===== src/sv/tcw_pkg.sv =====
`timescale 1ns / 1ps
// Shared types and constants for the text console writer.
// Used by the cursor unit, the screen memory wrapper and the top level.
package tcw_pkg;

	localparam int DEF_COLUMNS = 80;
	localparam int DEF_ROWS    = 25;

	localparam int CHAR_W = 8;
	localparam int IDX_W  = 11;
	localparam int CELL_W = 16;

	localparam logic [CHAR_W-1:0] PLAIN_ATTR = 8'h07;
	localparam logic [CHAR_W-1:0] CH_NUL     = 8'h00;
	localparam logic [CHAR_W-1:0] CH_LF      = 8'h0a;
	localparam logic [CHAR_W-1:0] CH_CR      = 8'h0d;

	localparam logic KIND_PUT  = 1'b0;
	localparam logic KIND_READ = 1'b1;

	typedef enum logic [4:0] {
		ST_CLEAR = 5'b00001,
		ST_IDLE  = 5'b00010,
		ST_READ  = 5'b00100,
		ST_COPY  = 5'b01000,
		ST_FILL  = 5'b10000
	} tcw_state_t;

	// Cursor update requests from the sequencer.
	typedef struct packed {
		logic advance;
		logic newline;
		logic to_bottom;
	} cur_cmd_t;

	// Cursor position flags seen by the sequencer.
	typedef struct packed {
		logic last_cell;
		logic bottom_row;
	} cur_stat_t;

endpackage


===== src/sv/tcw_cursor.sv =====
`timescale 1ns / 1ps
// Cursor unit: holds the cursor cell index with its column and row start,
// so that no division is needed for a newline. Depends on tcw_pkg.
module tcw_cursor
	import tcw_pkg::*;
#(
	parameter int COLUMNS = DEF_COLUMNS,
	parameter int ROWS    = DEF_ROWS,
	parameter int AW      = $clog2(DEF_COLUMNS * DEF_ROWS)
) (
	input  logic          clk,
	input  logic          arst_n,
	input  cur_cmd_t      cmd,
	output logic [AW-1:0] cursor,
	output cur_stat_t     stat
);

	localparam int CELLS  = COLUMNS * ROWS;
	localparam int BOTTOM = CELLS - COLUMNS;
	localparam int CW     = $clog2(COLUMNS);

	logic [AW-1:0] cursor_q;
	logic [AW-1:0] row_base_q;
	logic [CW-1:0] col_q;

	always_ff @(posedge clk or negedge arst_n) begin
		if (!arst_n) begin
			cursor_q   <= '0;
			row_base_q <= '0;
			col_q      <= '0;
		end else if (cmd.to_bottom) begin
			cursor_q   <= AW'(BOTTOM);
			row_base_q <= AW'(BOTTOM);
			col_q      <= '0;
		end else if (cmd.newline) begin
			cursor_q   <= row_base_q + AW'(COLUMNS);
			row_base_q <= row_base_q + AW'(COLUMNS);
			col_q      <= '0;
		end else if (cmd.advance) begin
			cursor_q <= cursor_q + 1'b1;
			if (col_q == CW'(COLUMNS - 1)) begin
				col_q      <= '0;
				row_base_q <= row_base_q + AW'(COLUMNS);
			end else begin
				col_q <= col_q + 1'b1;
			end
		end
	end

	assign cursor          = cursor_q;
	assign stat.last_cell  = (cursor_q == AW'(CELLS - 1));
	assign stat.bottom_row = (row_base_q == AW'(BOTTOM));

endmodule


===== config.mk =====
export PLATFORM = sky130hd
export DESIGN_NAME = tcw_cursor
export DESIGN_NICKNAME = d
export VERILOG_FILES = /design/src/sv/tcw_pkg.sv /design/src/sv/tcw_cursor.sv
export SDC_FILE = /design/constraint.sdc
export NUM_CORES = 1
export LEC_CHECK = 0
export ABC_CLOCK_PERIOD_IN_PS = 3500
export BUFFER_PORTS_ARGS = -buffer_cell sky130_fd_sc_hd__buf_4
export CAP_MARGIN = 0
export CORE_ASPECT_RATIO = 0.6
export CORE_UTILIZATION = 50
export DETAILED_ROUTE_END_ITERATION = 6
export GPL_ROUTABILITY_DRIVEN = 0
export PLACE_DENSITY = 0.7
export SYNTH_ARGS = -nofsm -noshare
export SYNTH_HDL_FRONTEND = slang
export SYNTH_SLANG_ARGS = --single-unit

===== constraint.sdc =====
create_clock -name clk -period 3.5 [get_ports clk]
set_input_delay 0.7 -clock clk [delete_from_list [all_inputs] [get_ports clk]]
set_output_delay 0.7 -clock clk [all_outputs]
set_load 0.01 [all_outputs]

### After elaboration in Yosys (flattened, before gate mapping)

Cells that the tools add are included.

* input port bits: 5
* output and inout port bits: 13
* register bits after elaboration: 29
* logic and storage cells: 23

* reductions and logical operators: 3
* mux-type cells: 11
* $add $sub $neg: 3
* eq/ne operators: 3

Operators with widths (count)
* $mux W11: 7
* $mux W7: 4
* $eq A11 B11 Y1 const B: 2
* $add A11 B1 Y11 const B: 1
* $add A11 B7 Y11 const B: 1
* $add A7 B1 Y7 const B: 1
* $eq A7 B7 Y1 const B: 1
* $reduce_bool A3 Y1: 2
* $reduce_and A2 Y1: 1

### Depth between registers and ports, before layout

* depth after elaboration: 5
* gate-level depth with buffers: 5
* depth with buffers taken out: 5

### Least setup slack after synthesis

OpenSTA, ideal clock, no wires.

* path kind: register to output
* start: register cursor_q[0], in the netlist cursor[0]
* end: output stat[1] (netlist bit)
* data required time: 2.800 ns
* cell stages (with the launch flop): 4
* data arrival time: 1.115 ns
* setup slack: 1.685 ns
* buffers on the path: 0
* path through: dfrtp_1 > ha_1 > nand4_1 > nor4_1

RTL lines
* from (decl): RTL line tcw_cursor.sv:22 `logic [AW-1:0] cursor_q;`
* from (signal assigned): RTL line tcw_cursor.sv:32 `cursor_q <= AW'(BOTTOM);`
* from (signal assigned): RTL line tcw_cursor.sv:36 `cursor_q <= row_base_q + AW'(COLUMNS);`
* from (signal assigned): RTL line tcw_cursor.sv:40 `cursor_q <= cursor_q + 1'b1;`
* to (decl): RTL line tcw_cursor.sv:15 `output cur_stat_t stat`

==> impl_results.md <==
- Post-CTS sizing: 0
- Hold_buf cts: 0
- HP Class: input pin to asynchronous set/reset pin
- Overall routing resource usage: between 20% and 30%
- Seq cells post-synth: 25
- FF-to-FF setup slack: roughly 1900 ps
- Warnings from Yosys: 0
- Initial antenna violation count: 0
- Initial core utilization: 54.6%
- Worst Path Max Fanout: 6
- Failing checks: DRC
- Slew Limit Fails: 0
- Num CTS Buffers: 3
- First-pass GRT wire length: 4710 um
- Commonest non-fill, non-tap cell in the layout: dfrtp_1
- First-pass iteration count of the detailed router: 7
- Clk_lat worst skew: 280 ps
- Post-synth top area cell: dfrtp_1
- Final Hold Fails: 0
- Setup crit end kind: output port
- Dpl hpwl: about 2100 um
- Mapped Avg Cell Area: around 9.6 um^2
- Htree depth: 1
- Top FF cell, synth: dfrtp_1
- Final critical-path share of the clock period: 61.5%
- Total gr overflow: 0
- Cells on worst reg2reg path: 5
- Slew @ Worst Pin: between 400 and 500 ps
- Mapped Nets: around 160
- Crit path arrival time: 1450 ps
- Detailed Route Iter0 Violations: 37
- Register area share after synthesis: 44.2%
- Critical Path RT: 2800 ps
- VDD IR-drop max: ~0.19 mV
- Post-CTS Setup Bufs: 0
- Mapped Cells: 148
- Die area: 3060 um^2
- Most frequent cells in the layout: dfrtp_1 (25), nor2_1 (17), buf_4 (17), xnor2_1 (11)
- EDFF count, synth: 0
- Status: finished with violations
- Die height: around 43 um
- Die X: 70.7 um
- Clk pin slew, worst setup/hold paths: 100 ps
- Post-synth top area share: 44.2%
- Number of global-route vias before repair: 1006
- IO buf count: 17
- Top cells by area, synth: dfrtp_1 (44%), xnor2_1 (6.8%), nor2_1 (4.5%)
- FFs w/ async S/R, synth: 100%
- CP Class: flop to output port
- Layout Area Growth over Synthesis: 12.7%
- IO Count: 18
- Distinct cells, synth: 37
- Max Cap Violations: 0
- Worst R2R Start: col_q[0]$_DFFE_PN0P_
- Root Driver: clkbuf_8
- Rows: 14
- Inserted Diodes: 0
- Sum of negative setup slack: 0 ps
- Clock Path Buffers: 2
- Routed via count: 1131
- Min Tclk post-route: 2150 ps
- Antenna Nets Post-Route: 0
- CTS tree: built
- RSZ-0062 raised after global routing: no
- PwrDens: between 300 and 400 nW/um^2
- Reg2reg end: row_base_q[7]$_DFFE_PN0P_
- CP Launch Point: cursor[0]$_DFFE_PN0P_
- CTS Sinks: 25
- Share of cells above drive strength 1: 17.0%
- Core area: 2590 um^2
- Synthesized area: 1420 um^2
- Drt wl/cell: approximately 14 um
- Crit path capture: stat[1]
- Dpl ws: 1620 ps
- Leakage: 0.663 nW
- Number of vias per cell: 5.74
- Largest net degree at the start of global routing: 26
- Layout Nets: 175
- FMAX: 465 MHz
- Slew headroom: between 60% and 70%
- Clock Skew: around 14 ps
- Startpoint types: flop
- Filler cell count in the final layout: 221
- Total wire length: approximately 2800 um
- Setup ws final: 1350 ps
- Final Setup Violations: 0
- DRC Markers: 2
Yosys cell counts, types with 3 or more instances:
cell type and n:
dfrtp_1 25, nor2_1 17, xnor2_1 11, nand4_1 10
o21ai_0 10, nand2_1 9, a21oi_1 8, xor2_1 7
nand3_1 6, nor3_1 6, ha_1 4, inv_1 4
mux2i_1 3
state kept, by name, summed over array words and instances, names as in the netlist:
register and cells:
cursor 11, col_q 7, row_base_q 7
cells by family after synthesis:
logic type	after synthesis	synth area share, %
mux	3	2.12
flops	25	44.2
buf+inv	8	3.62
simple gates	63	23.9
fa+ha+maj	4	3.53
xor+xnor	18	11.1
compound gates	27	11.6
report_power, final:
group | total [W] | switching [W] | internal (W)
logic | 0.000115 | 0.0000625 | 0.0000527
registers | 0.000332 | 0.0000253 | 0.000306
clock network | 0.000174 | 0.0000935 | 0.0000808
total | 0.000621 | 0.000181 | 0.000440
worst max-delay path: stages (launching register included):
cell,delay [ps]
dfrtp_1,470
ha_1,240
nand4_1,100
nor4_1,200
buf_4,170
metal layers:
| layer | GRT usage (%) | routed length, um |
|---|---|---|
| met4 | 4.80 | 9 |
| met2 | 32.1 | 1180 |
| met3 | 5.70 | 132 |
| met5 | 0 | 0 |
| met1 | 28.9 | 1500 |
layout make-up:
| type | instances | area [um^2] | share of cell area, % |
|---|---|---|---|
| clock buffers | 3 | 41.3 | 2.59 |
| clock inverters | 1 | 7.51 | 0.470 |
| inverters | 4 | 15.0 | 0.940 |
| multi-input cells | 115 | 739 | 46.3 |
| flip-flops and latches | 25 | 626 | 39.2 |
| well taps | 32 | 40.0 | 2.51 |
| repair buffers | 17 | 128 | 7.99 |
through the flow:
stage               hold slack (ps)  utilization [%]  area [um^2]  instances  power (W)
floorplan                       404                -         1420        148   0.000408
global placement                524             59.7         1550        193   0.000449
detailed placement              528             59.7         1550        193   0.000452
CTS                             317             61.6         1600        197   0.000629
global route                    322             61.6         1600        197   0.000657
finish                          306             61.6         1600        197   0.000621
how the worst min path moves through the flow:
| stage | cells past startpoint | start | to | slack (ps) |
|---|---|---|---|---|
| floorplan | 0 | arst_n | col_q[0]$_DFFE_PN0P_ | 400 |
| global placement | 1 | row_base_q[4]$_DFFE_PN0P_ | cursor[4]$_DFFE_PN0P_ | 520 |
| detailed placement | 1 | row_base_q[4]$_DFFE_PN0P_ | cursor[4]$_DFFE_PN0P_ | 530 |
| CTS | 1 | arst_n | row_base_q[9]$_DFFE_PN0P_ | 320 |
| global route | 1 | arst_n | col_q[3]$_DFFE_PN0P_ | 320 |
| finish | 1 | arst_n | col_q[2]$_DFFE_PN0P_ | 310 |
(Power assumes the default switching activity.)
